**src/slcc_pkg.sv**
```systemverilog
package slcc_pkg;

  localparam int unsigned CfgIdxW = 3;
  localparam int unsigned CfgDataW = 16;
  localparam int unsigned SecW = 10;
  localparam int unsigned TickW = 16;
  localparam int unsigned ArgProdW = 14;

  localparam logic [SecW-1:0] ArgSat = 10'd1023;

  localparam logic [7:0] ChLf    = 8'h0A;
  localparam logic [7:0] ChCr    = 8'h0D;
  localparam logic [7:0] ChNul   = 8'h00;
  localparam logic [7:0] ChSpace = 8'h20;
  localparam logic [7:0] ChTab   = 8'h09;
  localparam logic [7:0] ChVt    = 8'h0B;
  localparam logic [7:0] ChFf    = 8'h0C;
  localparam logic [7:0] ChPlus  = 8'h2B;
  localparam logic [7:0] ChMinus = 8'h2D;
  localparam logic [7:0] ChZero  = 8'h30;
  localparam logic [7:0] ChNine  = 8'h39;

  localparam logic [SecW-1:0]  HoldMinRst = 10'd1;
  localparam logic [SecW-1:0]  HoldMaxRst = 10'd600;
  localparam logic [TickW-1:0] SettleRst  = 16'd100;
  localparam logic [TickW-1:0] PulseRst   = 16'd50;
  localparam logic [TickW-1:0] TpsRst     = 16'd1000;

  typedef enum logic [0:0] {
    OP_BYTE = 1'b0,
    OP_TICK = 1'b1
  } op_e;

  typedef enum logic [2:0] {
    REPLY_NONE    = 3'd0,
    REPLY_PONG    = 3'd1,
    REPLY_VERSION = 3'd2,
    REPLY_OK      = 3'd3,
    REPLY_BUSY    = 3'd4,
    REPLY_RANGE   = 3'd5,
    REPLY_UNKNOWN = 3'd6,
    REPLY_TOOLONG = 3'd7
  } reply_e;

  typedef enum logic [CfgIdxW-1:0] {
    CFG_HOLD_MIN = 3'd0,
    CFG_HOLD_MAX = 3'd1,
    CFG_SETTLE   = 3'd2,
    CFG_PULSE    = 3'd3,
    CFG_TPS      = 3'd4
  } cfg_idx_e;

  typedef enum logic [1:0] {
    ARG_SKIP   = 2'd0,
    ARG_DIGITS = 2'd1,
    ARG_DONE   = 2'd2
  } arg_phase_e;

  typedef enum logic [2:0] {
    RLY_IDLE         = 3'd0,
    RLY_OPEN_SETTLE  = 3'd1,
    RLY_OPEN_PULSE   = 3'd2,
    RLY_OPEN_AFTER   = 3'd3,
    RLY_HOLD         = 3'd4,
    RLY_CLOSE_SETTLE = 3'd5,
    RLY_CLOSE_PULSE  = 3'd6
  } relay_phase_e;

  function automatic logic [7:0] kw_ping(input logic [1:0] idx);
    logic [7:0] ch;
    unique case (idx)
      2'd0:    ch = 8'h50;
      2'd1:    ch = 8'h49;
      2'd2:    ch = 8'h4E;
      default: ch = 8'h47;
    endcase
    return ch;
  endfunction

  function automatic logic [7:0] kw_ver(input logic [1:0] idx);
    logic [7:0] ch;
    unique case (idx)
      2'd0:    ch = 8'h56;
      2'd1:    ch = 8'h45;
      2'd2:    ch = 8'h52;
      default: ch = 8'h56;
    endcase
    return ch;
  endfunction

  function automatic logic [7:0] kw_open(input logic [1:0] idx);
    logic [7:0] ch;
    unique case (idx)
      2'd0:    ch = 8'h4F;
      2'd1:    ch = 8'h50;
      2'd2:    ch = 8'h45;
      default: ch = 8'h4E;
    endcase
    return ch;
  endfunction

  function automatic logic [TickW-1:0] at_least_one(input logic [TickW-1:0] v);
    return (v == '0) ? TickW'(1) : v;
  endfunction

endpackage

```
**src/slcc_if.sv**
```systemverilog
interface slcc_in_if;
  logic       valid;
  logic       ready;
  logic       op;
  logic [7:0] rx_byte;

  modport source (output valid, output op, output rx_byte, input ready);
  modport sink (input valid, input op, input rx_byte, output ready);
endinterface

interface slcc_out_if;
  logic       valid;
  logic       ready;
  logic [2:0] reply;
  logic       relay_dir;
  logic       relay_pulse;
  logic       lock_busy;

  modport source (output valid, output reply, output relay_dir, output relay_pulse,
                  output lock_busy, input ready);
  modport sink (input valid, input reply, input relay_dir, input relay_pulse,
                input lock_busy, output ready);
endinterface

interface slcc_cfg_if;
  logic                           valid;
  logic                           ready;
  logic [slcc_pkg::CfgIdxW-1:0]  index;
  logic [slcc_pkg::CfgDataW-1:0] data;

  modport source (output valid, output index, output data, input ready);
  modport sink (input valid, input index, input data, output ready);
endinterface

```
**src/serial_lock_command_controller_top.sv**
```systemverilog
// Serial lock command controller. Each input transfer is a received serial byte
// (op 0) or a one-millisecond tick (op 1), and each one yields exactly one result
// transfer with a reply code and the relay direction, relay pulse and busy levels
// after that item. Bytes build CR/LF-terminated lines matched against PING, VER and
// OPEN <seconds>; an accepted OPEN drives the latching relay through open pulse,
// hold and close pulse, timed in ticks. The line and relay state update in a single
// pass between the input handshake and the result register, so a new item is
// taken every cycle while the result side keeps up.
// Configuration writes are taken at any time and must only come while idle.
module serial_lock_command_controller_top #(
  parameter int unsigned LINE_BUFFER = 256
) (
  input  logic        clk_i,
  input  logic        rst_ni,
  slcc_in_if.sink     in_i,
  slcc_out_if.source  out_o,
  slcc_cfg_if.sink    cfg_i
);

  localparam int unsigned LenW = $clog2(LINE_BUFFER);
  localparam logic [LenW-1:0] LenMax = LenW'(LINE_BUFFER - 1);

  // config registers
  logic [slcc_pkg::SecW-1:0]  hold_min_q, hold_max_q;
  logic [slcc_pkg::TickW-1:0] settle_q, pulse_q, tps_q;

  assign cfg_i.ready = 1'b1;

  always_ff @(posedge clk_i or negedge rst_ni) begin
    if (!rst_ni) begin
      hold_min_q <= slcc_pkg::HoldMinRst;
      hold_max_q <= slcc_pkg::HoldMaxRst;
      settle_q   <= slcc_pkg::SettleRst;
      pulse_q    <= slcc_pkg::PulseRst;
      tps_q      <= slcc_pkg::TpsRst;
    end else if (cfg_i.valid) begin
      unique case (slcc_pkg::cfg_idx_e'(cfg_i.index))
        slcc_pkg::CFG_HOLD_MIN: hold_min_q <= cfg_i.data[slcc_pkg::SecW-1:0];
        slcc_pkg::CFG_HOLD_MAX: hold_max_q <= cfg_i.data[slcc_pkg::SecW-1:0];
        slcc_pkg::CFG_SETTLE:   settle_q   <= cfg_i.data;
        slcc_pkg::CFG_PULSE:    pulse_q    <= cfg_i.data;
        slcc_pkg::CFG_TPS:      tps_q      <= cfg_i.data;
        default: ;
      endcase
    end
  end

  // line and relay state
  logic [LenW-1:0]             len_q, len_d;
  logic                        ping_q, ping_d, ver_q, ver_d, open_q, open_d;
  logic                        ended_q, ended_d, neg_q, neg_d;
  slcc_pkg::arg_phase_e        argph_q, argph_d;
  logic [slcc_pkg::SecW-1:0]   arg_q, arg_d;
  slcc_pkg::relay_phase_e      rly_q, rly_d;
  logic [slcc_pkg::TickW-1:0]  cnt_q, cnt_d;
  logic [slcc_pkg::SecW-1:0]   hold_q, hold_d;

  // result register
  logic                        out_valid_q, out_valid_d;
  slcc_pkg::reply_e            reply_q, reply_d;
  logic                        dir_q, dir_d, pulse_out_q, pulse_out_d, busy_q, busy_d;

  logic                        in_xfer;
  logic [7:0]                  ch;
  logic                        is_digit, is_blank;
  logic [3:0]                  dval;
  logic [slcc_pkg::ArgProdW-1:0] prod;
  logic [slcc_pkg::TickW-1:0]  cnt_inc, limit;
  logic                        pm, vm, om;

  assign in_i.ready  = !out_valid_q || out_o.ready;
  assign in_xfer     = in_i.valid && in_i.ready;
  assign ch          = in_i.rx_byte;
  assign is_digit    = (ch >= slcc_pkg::ChZero) && (ch <= slcc_pkg::ChNine);
  assign is_blank    = (ch == slcc_pkg::ChSpace) || (ch == slcc_pkg::ChTab) ||
                       (ch == slcc_pkg::ChVt) || (ch == slcc_pkg::ChFf);
  assign dval        = 4'(ch - slcc_pkg::ChZero);
  assign prod        = slcc_pkg::ArgProdW'(arg_q) * slcc_pkg::ArgProdW'(10) +
                       slcc_pkg::ArgProdW'(dval);
  assign cnt_inc     = cnt_q + slcc_pkg::TickW'(1);

  always_comb begin
    limit = slcc_pkg::at_least_one(settle_q);
    unique case (rly_q)
      slcc_pkg::RLY_OPEN_PULSE, slcc_pkg::RLY_CLOSE_PULSE:
        limit = slcc_pkg::at_least_one(pulse_q);
      slcc_pkg::RLY_HOLD:
        limit = slcc_pkg::at_least_one(tps_q);
      default: ;
    endcase
  end

  always_comb begin
    len_d   = len_q;
    ping_d  = ping_q;
    ver_d   = ver_q;
    open_d  = open_q;
    ended_d = ended_q;
    neg_d   = neg_q;
    argph_d = argph_q;
    arg_d   = arg_q;
    rly_d   = rly_q;
    cnt_d   = cnt_q;
    hold_d  = hold_q;
    reply_d = reply_q;
    pm      = ping_q;
    vm      = ver_q;
    om      = open_q;

    if (in_xfer) begin
      reply_d = slcc_pkg::REPLY_NONE;
      if (in_i.op == slcc_pkg::OP_TICK) begin
        unique case (rly_q)
          slcc_pkg::RLY_IDLE: ;
          slcc_pkg::RLY_HOLD: begin
            cnt_d = cnt_inc;
            if (cnt_inc >= limit) begin
              cnt_d = '0;
              if (hold_q != '0) hold_d = hold_q - slcc_pkg::SecW'(1);
              if (hold_q <= slcc_pkg::SecW'(1)) rly_d = slcc_pkg::RLY_CLOSE_SETTLE;
            end
          end
          slcc_pkg::RLY_OPEN_SETTLE, slcc_pkg::RLY_OPEN_PULSE, slcc_pkg::RLY_OPEN_AFTER,
          slcc_pkg::RLY_CLOSE_SETTLE, slcc_pkg::RLY_CLOSE_PULSE: begin
            cnt_d = cnt_inc;
            if (cnt_inc >= limit) begin
              cnt_d = '0;
              priority case (rly_q)
                slcc_pkg::RLY_OPEN_AFTER:
                  rly_d = (hold_q == '0) ? slcc_pkg::RLY_CLOSE_SETTLE : slcc_pkg::RLY_HOLD;
                slcc_pkg::RLY_CLOSE_PULSE:
                  rly_d = slcc_pkg::RLY_IDLE;
                default:
                  rly_d = slcc_pkg::relay_phase_e'(rly_q + 3'd1);
              endcase
            end
          end
          default: begin
            rly_d = slcc_pkg::RLY_IDLE;
            cnt_d = '0;
          end
        endcase
      end else if (ch == slcc_pkg::ChLf || ch == slcc_pkg::ChCr) begin
        if (len_q != '0) begin
          if (!ended_q) begin
            pm = ping_q && (len_q == LenW'(4));
            vm = ver_q && (len_q == LenW'(3));
            om = open_q && (len_q >= LenW'(4));
          end
          priority if (pm) begin
            reply_d = slcc_pkg::REPLY_PONG;
          end else if (vm) begin
            reply_d = slcc_pkg::REPLY_VERSION;
          end else if (!om) begin
            reply_d = slcc_pkg::REPLY_UNKNOWN;
          end else if (rly_q != slcc_pkg::RLY_IDLE) begin
            reply_d = slcc_pkg::REPLY_BUSY;
          end else if ((neg_q && arg_q != '0) || arg_q < hold_min_q || arg_q > hold_max_q) begin
            reply_d = slcc_pkg::REPLY_RANGE;
          end else begin
            reply_d = slcc_pkg::REPLY_OK;
            hold_d  = arg_q;
            rly_d   = slcc_pkg::RLY_OPEN_SETTLE;
            cnt_d   = '0;
          end
          len_d   = '0;
          ping_d  = 1'b1;
          ver_d   = 1'b1;
          open_d  = 1'b1;
          ended_d = 1'b0;
          argph_d = slcc_pkg::ARG_SKIP;
          neg_d   = 1'b0;
          arg_d   = '0;
        end
      end else if (len_q >= LenMax) begin
        reply_d = slcc_pkg::REPLY_TOOLONG;
        len_d   = '0;
        ping_d  = 1'b1;
        ver_d   = 1'b1;
        open_d  = 1'b1;
        ended_d = 1'b0;
        argph_d = slcc_pkg::ARG_SKIP;
        neg_d   = 1'b0;
        arg_d   = '0;
      end else begin
        len_d = len_q + LenW'(1);
        if (!ended_q) begin
          if (ch == slcc_pkg::ChNul) begin
            ping_d  = ping_q && (len_q == LenW'(4));
            ver_d   = ver_q && (len_q == LenW'(3));
            if (len_q < LenW'(4)) open_d = 1'b0;
            ended_d = 1'b1;
          end else begin
            ping_d = ping_q && (len_q < LenW'(4)) && (ch == slcc_pkg::kw_ping(len_q[1:0]));
            ver_d  = ver_q && (len_q < LenW'(3)) && (ch == slcc_pkg::kw_ver(len_q[1:0]));
            if (len_q < LenW'(4)) begin
              open_d = open_q && (ch == slcc_pkg::kw_open(len_q[1:0]));
            end else if (len_q == LenW'(4)) begin
              open_d = open_q && (ch == slcc_pkg::ChSpace);
            end else begin
              unique case (argph_q)
                slcc_pkg::ARG_SKIP: begin
                  priority if (is_blank) begin
                    argph_d = slcc_pkg::ARG_SKIP;
                  end else if (ch == slcc_pkg::ChPlus || ch == slcc_pkg::ChMinus) begin
                    neg_d   = (ch == slcc_pkg::ChMinus);
                    argph_d = slcc_pkg::ARG_DIGITS;
                  end else if (is_digit) begin
                    arg_d   = slcc_pkg::SecW'(dval);
                    argph_d = slcc_pkg::ARG_DIGITS;
                  end else begin
                    argph_d = slcc_pkg::ARG_DONE;
                  end
                end
                slcc_pkg::ARG_DIGITS: begin
                  if (is_digit) begin
                    arg_d = (prod > slcc_pkg::ArgProdW'(slcc_pkg::ArgSat)) ?
                            slcc_pkg::ArgSat : prod[slcc_pkg::SecW-1:0];
                  end else begin
                    argph_d = slcc_pkg::ARG_DONE;
                  end
                end
                default: ;
              endcase
            end
          end
        end
      end
    end
  end

  always_comb begin
    out_valid_d = out_valid_q;
    dir_d       = dir_q;
    pulse_out_d = pulse_out_q;
    busy_d      = busy_q;
    if (in_xfer) begin
      out_valid_d = 1'b1;
      dir_d       = (rly_d == slcc_pkg::RLY_OPEN_SETTLE) || (rly_d == slcc_pkg::RLY_OPEN_PULSE) ||
                    (rly_d == slcc_pkg::RLY_OPEN_AFTER);
      pulse_out_d = (rly_d == slcc_pkg::RLY_OPEN_PULSE) || (rly_d == slcc_pkg::RLY_CLOSE_PULSE);
      busy_d      = (rly_d != slcc_pkg::RLY_IDLE);
    end else if (out_o.ready) begin
      out_valid_d = 1'b0;
    end
  end

  always_ff @(posedge clk_i or negedge rst_ni) begin
    if (!rst_ni) begin
      len_q       <= '0;
      ping_q      <= 1'b1;
      ver_q       <= 1'b1;
      open_q      <= 1'b1;
      ended_q     <= 1'b0;
      neg_q       <= 1'b0;
      argph_q     <= slcc_pkg::ARG_SKIP;
      arg_q       <= '0;
      rly_q       <= slcc_pkg::RLY_IDLE;
      cnt_q       <= '0;
      hold_q      <= '0;
      out_valid_q <= 1'b0;
    end else begin
      len_q       <= len_d;
      ping_q      <= ping_d;
      ver_q       <= ver_d;
      open_q      <= open_d;
      ended_q     <= ended_d;
      neg_q       <= neg_d;
      argph_q     <= argph_d;
      arg_q       <= arg_d;
      rly_q       <= rly_d;
      cnt_q       <= cnt_d;
      hold_q      <= hold_d;
      out_valid_q <= out_valid_d;
    end
  end

  always_ff @(posedge clk_i) begin
    reply_q     <= reply_d;
    dir_q       <= dir_d;
    pulse_out_q <= pulse_out_d;
    busy_q      <= busy_d;
  end

  assign out_o.valid       = out_valid_q;
  assign out_o.reply       = reply_q;
  assign out_o.relay_dir   = dir_q;
  assign out_o.relay_pulse = pulse_out_q;
  assign out_o.lock_busy   = busy_q;

endmodule
```
**src/flat_wrapper.sv**
```systemverilog
// flat-port wrapper written by rule: the top's interface ports become plain ports
module serial_lock_command_controller_top_flat 
#(
  parameter int unsigned LINE_BUFFER = 256
)
  (clk_i, rst_ni, in_i_valid, in_i_op, in_i_rx_byte, in_i_ready, out_o_valid, out_o_reply, out_o_relay_dir, out_o_relay_pulse, out_o_lock_busy, out_o_ready, cfg_i_valid, cfg_i_index, cfg_i_data, cfg_i_ready);
  slcc_in_if in_i_i ();
  slcc_out_if out_o_i ();
  slcc_cfg_if cfg_i_i ();
  input  logic clk_i;
  input  logic rst_ni;
  input wire logic [$bits(in_i_i.valid)-1:0] in_i_valid;
  input wire logic [$bits(in_i_i.op)-1:0] in_i_op;
  input wire logic [$bits(in_i_i.rx_byte)-1:0] in_i_rx_byte;
  output wire logic [$bits(in_i_i.ready)-1:0] in_i_ready;
  output wire logic [$bits(out_o_i.valid)-1:0] out_o_valid;
  output wire logic [$bits(out_o_i.reply)-1:0] out_o_reply;
  output wire logic [$bits(out_o_i.relay_dir)-1:0] out_o_relay_dir;
  output wire logic [$bits(out_o_i.relay_pulse)-1:0] out_o_relay_pulse;
  output wire logic [$bits(out_o_i.lock_busy)-1:0] out_o_lock_busy;
  input wire logic [$bits(out_o_i.ready)-1:0] out_o_ready;
  input wire logic [$bits(cfg_i_i.valid)-1:0] cfg_i_valid;
  input wire logic [$bits(cfg_i_i.index)-1:0] cfg_i_index;
  input wire logic [$bits(cfg_i_i.data)-1:0] cfg_i_data;
  output wire logic [$bits(cfg_i_i.ready)-1:0] cfg_i_ready;
  assign in_i_i.valid = in_i_valid;
  assign in_i_i.op = in_i_op;
  assign in_i_i.rx_byte = in_i_rx_byte;
  assign in_i_ready = in_i_i.ready;
  assign out_o_valid = out_o_i.valid;
  assign out_o_reply = out_o_i.reply;
  assign out_o_relay_dir = out_o_i.relay_dir;
  assign out_o_relay_pulse = out_o_i.relay_pulse;
  assign out_o_lock_busy = out_o_i.lock_busy;
  assign out_o_i.ready = out_o_ready;
  assign cfg_i_i.valid = cfg_i_valid;
  assign cfg_i_i.index = cfg_i_index;
  assign cfg_i_i.data = cfg_i_data;
  assign cfg_i_ready = cfg_i_i.ready;
  serial_lock_command_controller_top #(.LINE_BUFFER(LINE_BUFFER)) u_core (.clk_i(clk_i), .rst_ni(rst_ni), .in_i(in_i_i), .out_o(out_o_i), .cfg_i(cfg_i_i));
endmodule
```
**config.mk**
```make
export PLATFORM = sky130hd
export DESIGN_NAME = serial_lock_command_controller_top_flat
export DESIGN_NICKNAME = d
export VERILOG_FILES = /design/src/slcc_pkg.sv /design/src/slcc_if.sv /design/src/serial_lock_command_controller_top.sv /design/src/flat_wrapper.sv
export SDC_FILE = /design/constraint.sdc
export NUM_CORES = 1
export LEC_CHECK = 0
export BUFFER_PORTS_ARGS = -buffer_cell sky130_fd_sc_hd__buf_4
export CAP_MARGIN = 20
export CORE_ASPECT_RATIO = 0.5
export CORE_MARGIN = 1
export CORE_UTILIZATION = 55
export CTS_CLUSTER_SIZE = 16
export DETAILED_ROUTE_END_ITERATION = 8
export PLACE_DENSITY = 0.73
export SETUP_SLACK_MARGIN = 0.5
export SLEW_MARGIN = 5
export SYNTH_ARGS = -nofsm -noshare
export SYNTH_HDL_FRONTEND = slang
export SYNTH_SLANG_ARGS = --single-unit
```
**constraint.sdc**
```tcl
create_clock -name clk_i -period 5.2 [get_ports clk_i]
set_input_delay 0.52 -clock clk_i [delete_from_list [all_inputs] [get_ports clk_i]]
set_output_delay 0.52 -clock clk_i [all_outputs]
set_load 0.005 [all_outputs]
```
==> summary.md, run 1 <==
| Metric | Value |
|---|---|
| Vias | `slightly below 7000` |
| Number of distinct library cells after synthesis | `80` |
| Relative slew slack | `35.4%` |
| Vias in the first global route | `6373` |
| Max incr delay on CP | `430 ps` |
| I/O pin count | `42` |
| Syn Std Cell Area | `8430 sq um` |
| Final period util | `a little over four fifths` |
| Cell accounting for the most synthesized area | `dfrtp_1` |
| Final Max Tran Viols | `0` |
| First-pass GRT wire length | `31700 microns` |
| FMAX | `228 MHz` |
| Worst path cell trace | `inv_1 -> ha_1 -> and2_1 -> nor2_1 -> and2_2 -> a222oi_1 -> ha_1 -> a211oi_1 -> o21ai_0 -> a221oi_1 -> o21a_1 -> mux2_2 -> o211a_1 -> inv_1 -> nor2_1` |
| Critical path required time | `about 5400 ps` |
| NumNets Final | `999` |
| Status | `complete, no violations` |
| Min cycle time layout | `4400 ps` |
| Synth async-reset ratio | `95.3%` |
| Total CTS buffers | `17` |
| CTS Sinks | `129` |
| Final hold violations | `0` |
| Area growth from synthesis to layout | `12.1%` |
| Syn_area_per_cell | `9.67 sq um` |
| Initial core utilization | `57.4%` |
| Reg2Reg Setup Slack | `800 ps` |
| Placeable Area | `14700 sq um` |
| Fin cells | `1108` |
| Worst Max-Slew Pin Slew | `~960 ps` |
| Register area share after synthesis | `around 39%` |
| Post-synth EDFFs | `6` |
| Cell row count | `31` |
| Kind of critical path | `reg -> reg` |
| CP max FO | `11` |
| Sum Neg Setup Slack | `0 ps` |
| GR Util All Layers | `between 20% and 30%` |
| LEAKAGE | `4.18 nW` |
| Post-Place Cells | `~1100` |
| Ys flop type | `dfrtp_1` |
| TritonCTS clock tree | `built` |
| Pwr Density | `396 nW/um^2` |
| Buffers on Ports | `40` |
| Syn nets | `974` |
| Share of the synthesized area in the top cell type | `slightly above 30%` |
| Crit end category | `flop` |
| DPL Wire Length | `14000 microns` |
| Met3 usage | `approximately 3.3%` |
| Vias per cell | `6.18` |
| DRT iter0 DRCs | `586` |
| RSZ-0062 raised after global routing | `false` |
| WP data arrival | `around 4600 ps` |
| Flops & latches, synth | `129` |
| Min Hold Slack | `245 ps` |
| First-pass iteration count of the detailed router | `7` |
| DRT Wirelength | `between 15000 and 20000 microns` |
| Clock latency at the later pin of the worst-skew pair | `420 ps` |
| Number of max-cap violations | `0` |
| Clk slew on worst S/H paths | `60 ps` |
| Root Buffer | `clkbuf_16` |
| Crit path launch type | `flop` |
| GRT met1 Usage | `34.7%` |
| Global Route met2 Usage | `43.5%` |
| Mean routed wirelength per cell | `17.7 microns` |
| Drt drc | `0` |
| Peak supply drop | `0.264 mV` |
| Layout Skew | `10.8 ps` |
| Count leader, synth | `dfrtp_1` |
| # hold bufs at CTS | `0` |
| Synth area leaders | `dfrtp_1, ha_1, mux2_2` |
| DIE AREA | `~16000 sq um` |
| Cell count after synthesis | `872` |
| Post-DRT Antenna Nets | `0` |
| Initial antenna violation count | `0` |
| Largest net degree at the start of global routing | `75` |
| Final setup vio count | `0` |
| Layout Utilization | `64.3%` |
| Grt ovf | `0` |
| # diodes | `0` |
| Share of layout cells above drive strength 1 | `18.6%` |
| CP max-delay cell | `dfrtp_1` |
| Chip Width | `177 microns` |
| Routability Congestion | `0.938` |
| Die height | `89.6 microns` |
| Gr busiest metal | `met2` |
| H-tree levels | `4` |
| Min-Delay Path Class | `in -> async` |
| Synthesis Warnings | `0` |
| Commonest cells in the netlist | `dfrtp_1, ha_1, o21ai_0` |
| Clock buffer depth | `2` |
placed cells by master (no fill, tap or decap), types with 5 or more instances in the layout:
cell	instances
xor2_1	10
or2_2	5
a22oi_1	12
clkbuf_16	17
a21o_1	16
a2bb2oi_1	5
nor3_1	16
ha_1	67
nand3_1	27
o21a_1	7
nor3b_1	6
or3_1	6
inv_1	53
dfrtp_1	103
nor2_1	49
and3_1	11
nand2b_1	11
nand2_1	52
mux2_2	55
nor4_1	23
nand3b_1	9
a21oi_1	38
a211oi_1	10
nor2b_1	5
a222oi_1	12
inv_6	7
o211ai_1	6
buf_4	42
and2_1	8
o21ai_0	67
edfxtp_1	6
a31oi_1	7
dfstp_2	20
o22a_1	8
nand4_1	10
xnor2_1	18
final timing paths:
check | from | to | depth (start not counted)
worst max register to register | u_core.rly_q[1]$_DFF_PN0_ | u_core.out_o.relay_pulse$_DFFE_PP_ | 15
worst max-delay path | u_core.rly_q[1]$_DFF_PN0_ | u_core.out_o.relay_pulse$_DFFE_PP_ | 15
max in group asynchronous | rst_ni | u_core.hold_q[9]$_DFFE_PN0P_ | 2
worst min register to register | u_core.hold_max_q[4]$_DFFE_PN1P_ | u_core.hold_max_q[4]$_DFFE_PN1P_ | 2
min in group clk_i | in_i_valid | u_core.out_o.valid$_DFFE_PN0P_ | 2
worst min-delay path | rst_ni | u_core.len_q[1]$_DFFE_PN0P_ | 1
routing by layer:
layer	vias up	share of wire, %
met5	-	0
met4	0	0.90
met3	24	4.6
met2	179	47
met1	3331	47
li1	3308	-
power breakdown:
group	internal (mW)	leakage, nW	total [mW]	switching [mW]
combinational	0.505	2.32	1.15	0.644
clock	0.687	0.281	1.18	0.495
sequential	1.22	1.58	1.41	0.194
total	2.41	4.18	3.74	1.33
stage by stage:
stage | setup WS [ps] | power (mW) | area, sq um
final | 805 | 3.74 | 9450
after global routing | 530 | 3.96 | 9450
after CTS | 597 | 3.73 | 9440
after global placement | 850 | 2.48 | 8860
after floorplan | 1340 | 2.22 | 8430
after detailed placement | 623 | 2.53 | 8860
flip-flops by register name, summed over array words and instances, names as in the netlist, 8 cells and up:
| signal | flops |
|---|---|
| u_core.hold_max_q | 10 |
| u_core.arg_q | 10 |
| u_core.pulse_q | 16 |
| u_core.cnt_q | 16 |
| u_core.hold_min_q | 10 |
| u_core.hold_q | 10 |
| u_core.len_q | 8 |
| u_core.settle_q | 16 |
| u_core.tps_q | 16 |
critical path, delay by kind of cell (launching register included):
kind	cells	cell delay [ps]
DFF	1	430
muxes	1	370
adders and majority gates	2	620
AOI/OAI and AO/OA	6	1670
buffers and inverters	2	220
and+or+nand+nor	4	840
logic make-up after synthesis:
family	count (synthesis)	synth area share (%)
DFF	129	38.9
muxes	59	7.82
and+or+nand+nor	266	16.9
xor gates and xnor gates	28	2.91
AOI/OAI and AO/OA	230	18.8
adders and majority gates	69	10.4
buffers and inverters	90	4.20
other	1	0.0445
layout make-up:
| class | count | area, sq um |
|---|---|---|
| well taps | 198 | 248 |
| clock inverters | 14 | 144 |
| inverters | 54 | 203 |
| repair buffers | 42 | 315 |
| flip-flops and latches | 129 | 3280 |
| multi-input cells | 653 | 4820 |
| clock buffers | 18 | 439 |
| fillers | 1172 | 5250 |
timing repair:
| item | 4_1_cts | 5_1_grt |
|---|---|---|
| setup endpoints to repair | 0 | 26 |
| gates resized for setup | 0 | 5 |
| buffers inserted | 0 | 0 |
No activity file was read; power rests on OpenSTA's default activity.
==> inputs of run 2 (changes only) <==
PLACE_DENSITY = 0.76   (was 0.73)
clock period = 3.85 ns   (was 5.2 ns; I/O delays follow)
==> run 2 against run 1 <==
  * The flow now finishes with violations (setup timing)
  * Global-route usage up 2.2 points
  * Sequential power up 39%
  * Final area up 10%
  * Combinational power up 85%
  * Clock power up 43%
  * Power up 54%
  * Via count up 11%
==> summary.md, run 2 (synthesis results as in run 1) <==
| Metric | Value |
|---|---|
| Clock latency at the later pin of the worst-skew pair | `420 ps (about the same)` |
| Clk slew on worst S/H paths | `70 ps (about the same)` |
| Chip Width | `177 microns (unchanged)` |
| Drt drc | `0 (unchanged)` |
| WP data arrival | `4210 ps (-340 ps)` |
| Worst Path Buf+Inv | `3 (+1)` |
| FF-to-FF Start | `u_core.pulse_q[0]$_DFFE_PN0P_` |
| Worst path cell trace | `nor4_2 -> nand4_1 -> and2_4 -> buf_6 -> a222oi_1 -> ha_2 -> o21a_1 -> o211ai_1 -> a2111o_1 -> buf_4 -> o21ai_4 -> mux2i_1 -> a22oi_1 -> inv_1 -> a21oi_2` |
| # diodes | `0 (unchanged)` |
| Pwr Density | `555 nW/um^2 (+40%)` |
| Status | `finished with violations` |
| Sum Neg Setup Slack | `-1880 ps (-1880 ps)` |
| Max incr delay on CP | `510 ps (+80 ps)` |
| Commonest non-fill, non-tap cells in the layout | `dfrtp_1, buf_4, ha_1` |
| DPL Wire Length | `14500 microns (+3.9%)` |
| Crit end category | `flop` |
| Initial core utilization | `57.4% (unchanged)` |
| Most common cell after layout, fill and taps aside | `dfrtp_1` |
| Final WS setup | `-199 ps (-1000 ps)` |
| H-tree levels | `4 (unchanged)` |
| Total CTS buffers | `17 (unchanged)` |
| Min-Delay Path Class | `in -> async` |
| Largest net degree at the start of global routing | `64 (-15%)` |
| Clock buffer depth | `2 (unchanged)` |
| DRT Wirelength | `24100 microns (+22%)` |
| LEAKAGE | `4.54 nW (+8.8%)` |
| Final Max Tran Viols | `0 (unchanged)` |
| Final hold violations | `0 (unchanged)` |
| Placed inst area | `9000 sq um (+1.7%)` |
| First-pass GRT wire length | `34300 microns (+8.1%)` |
| RSZ-0062 raised after global routing | `true` |
| # hold bufs at CTS | `0 (unchanged)` |
| Share of layout cells above drive strength 1 | `30.8% (+12 points)` |
| First-pass iteration count of the detailed router | `5 (-2)` |
| DIE AREA | `15900 sq um (unchanged)` |
| Fin area | `10400 sq um (+10%)` |
| Vias per cell | `6.52 (+5.7%)` |
| GR Util All Layers | `27.8% (+2.2 points)` |
| Final period util | `105% (+21 points)` |
| Crit path launch type | `flop` |
| Worst Max-Slew Pin Slew | `927 ps (-36.7 ps)` |
| Min cycle time layout | `4050 ps (-346 ps)` |
| Vias | `7595 (+11%)` |
| Peak supply drop | `0.336 mV (+27%)` |
| Layout Skew | `14.3 ps (+3.43 ps)` |
| DRT iter0 DRCs | `754 (+29%)` |
| Mean routed wirelength per cell | `20.7 microns (+16%)` |
| Die height | `89.6 microns (unchanged)` |
| Grt ovf | `0 (unchanged)` |
| Critical path required time | `4010 ps (-1350 ps)` |
| Relative slew slack | `37.9% (+2.6 points)` |
| Post-DRT Antenna Nets | `0 (unchanged)` |
| Buffers on Ports | `40 (unchanged)` |
| Worst setup path startpoint | `u_core.pulse_q[0]$_DFFE_PN0P_` |
| FMAX | `247 MHz (+8.6%)` |
| Routability Congestion | `0.904 (-3.6%)` |
| I/O pin count | `42 (unchanged)` |
| Vias in the first global route | `6787 (+6.5%)` |
| TritonCTS clock tree | `built` |
| Largest delay share family, worst path | `compound AO/OA/AOI/OAI gates` |
| NumNets Final | `1055 (+5.6%)` |
| CP max FO | `4 (-7)` |
| Final setup vio count | `24 (+24)` |
| Area growth from synthesis to layout | `23.4%` |
| Placeable Area | `14700 sq um (unchanged)` |
| Number of max-cap violations | `0 (unchanged)` |
| Root Buffer | `clkbuf_16` |
| Failing checks | `setup timing` |
| Kind of critical path | `reg -> reg` |
| CTS Sinks | `129 (unchanged)` |
| Initial antenna violation count | `0 (unchanged)` |
| Cell row count | `31 (unchanged)` |
| CP max-delay cell | `nor4_2` |
==> run 2: cell types whose count changed in the layout (fill, tap and decap cells not counted), moves of 6 or more <==
cell     previous run  this run
o21ai_1             1         8
dfrtp_1           103        97
and2_4              0         6
nor4_2              0        11
nor4_1             23         8
buf_4              42        80
o21ai_0            67        49
o21ai_2             0        10
dfrtp_2             0         6
buf_6               0        13
==> run 2: worst paths after layout <==
path	endpoint	slack, ps	cells past startpoint
setup / recovery	u_core.out_o.relay_dir$_DFFE_PP_	-200	15
min in group clk_i	u_core.out_o.valid$_DFFE_PN0P_	180	2
setup reg to reg	u_core.out_o.relay_dir$_DFFE_PP_	-200	15
hold reg to reg	u_core.hold_max_q[9]$_DFFE_PN1P_	520	2
max in group asynchronous	u_core.pulse_q[4]$_DFFE_PN1P_	2810	2
hold / removal	u_core.len_q[2]$_DFFE_PN0P_	50	1
==> run 2: per-layer routing <==
metal | track usage, % | vias up | routed length (microns)
li1 | - | 3435 | -
met1 | 37.1 | 3781 | 10300
met2 | 46.0 | 291 | 11600
met3 | 3.87 | 88 | 1220
met4 | 11.7 | 0 | 967
met5 | 0 | - | 0
==> run 2: layout make-up <==
| type | count | area, sq um |
|---|---|---|
| fill | 1028 | 4300 |
| tap | 198 | 248 |
| inverter | 54 | 205 |
| timing repair buffer | 95 | 772 |
| clock inverter | 12 | 155 |
| multi-input combinational | 656 | 5280 |
| sequential | 129 | 3290 |
| clock buffer | 20 | 458 |
==> run 2: worst reg2reg max path, stage by stage, from the launching register on <==
cell and delay (ps):
dfrtp_1 420, nor4_2 510, nand4_1 240, and2_4 250, buf_6 120, a222oi_1 380, ha_2 270, o21a_1 120
o211ai_1 110, a2111o_1 490, buf_4 170, o21ai_4 180, mux2i_1 240, a22oi_1 120, inv_1 150, a21oi_2 40
==> run 2: report_power, final <==
part           switching, mW  internal [mW]
Combinational           1.17          0.958
Sequential             0.309           1.65
Clock                  0.631           1.06
==> run 2: timing repair <==
item                                    in CTS  in global routing
pin swaps                                   22                 35
cloned                                       1                  4
gates resized for setup                     32                 93
buffers inserted                            16                 20
endpoints found under the setup margin      42                 42
==> run 2: stage by stage <==
stage / setup slack (ps) / power [mW] / cells / hold WS [ps] / utilization, %
floorplan: 356 / 3.06 / 872 / 89.4 / -
global placement: 271 / 3.44 / 1091 / 493 / 61.2
detailed placement: 145 / 3.50 / 1091 / 504 / 61.2
CTS: 388 / 5.33 / 1140 / 74.7 / 67.1
global route: -262 / 6.04 / 1164 / 109 / 70.8
finish: -199 / 5.78 / 1164 / 46.3 / 70.8
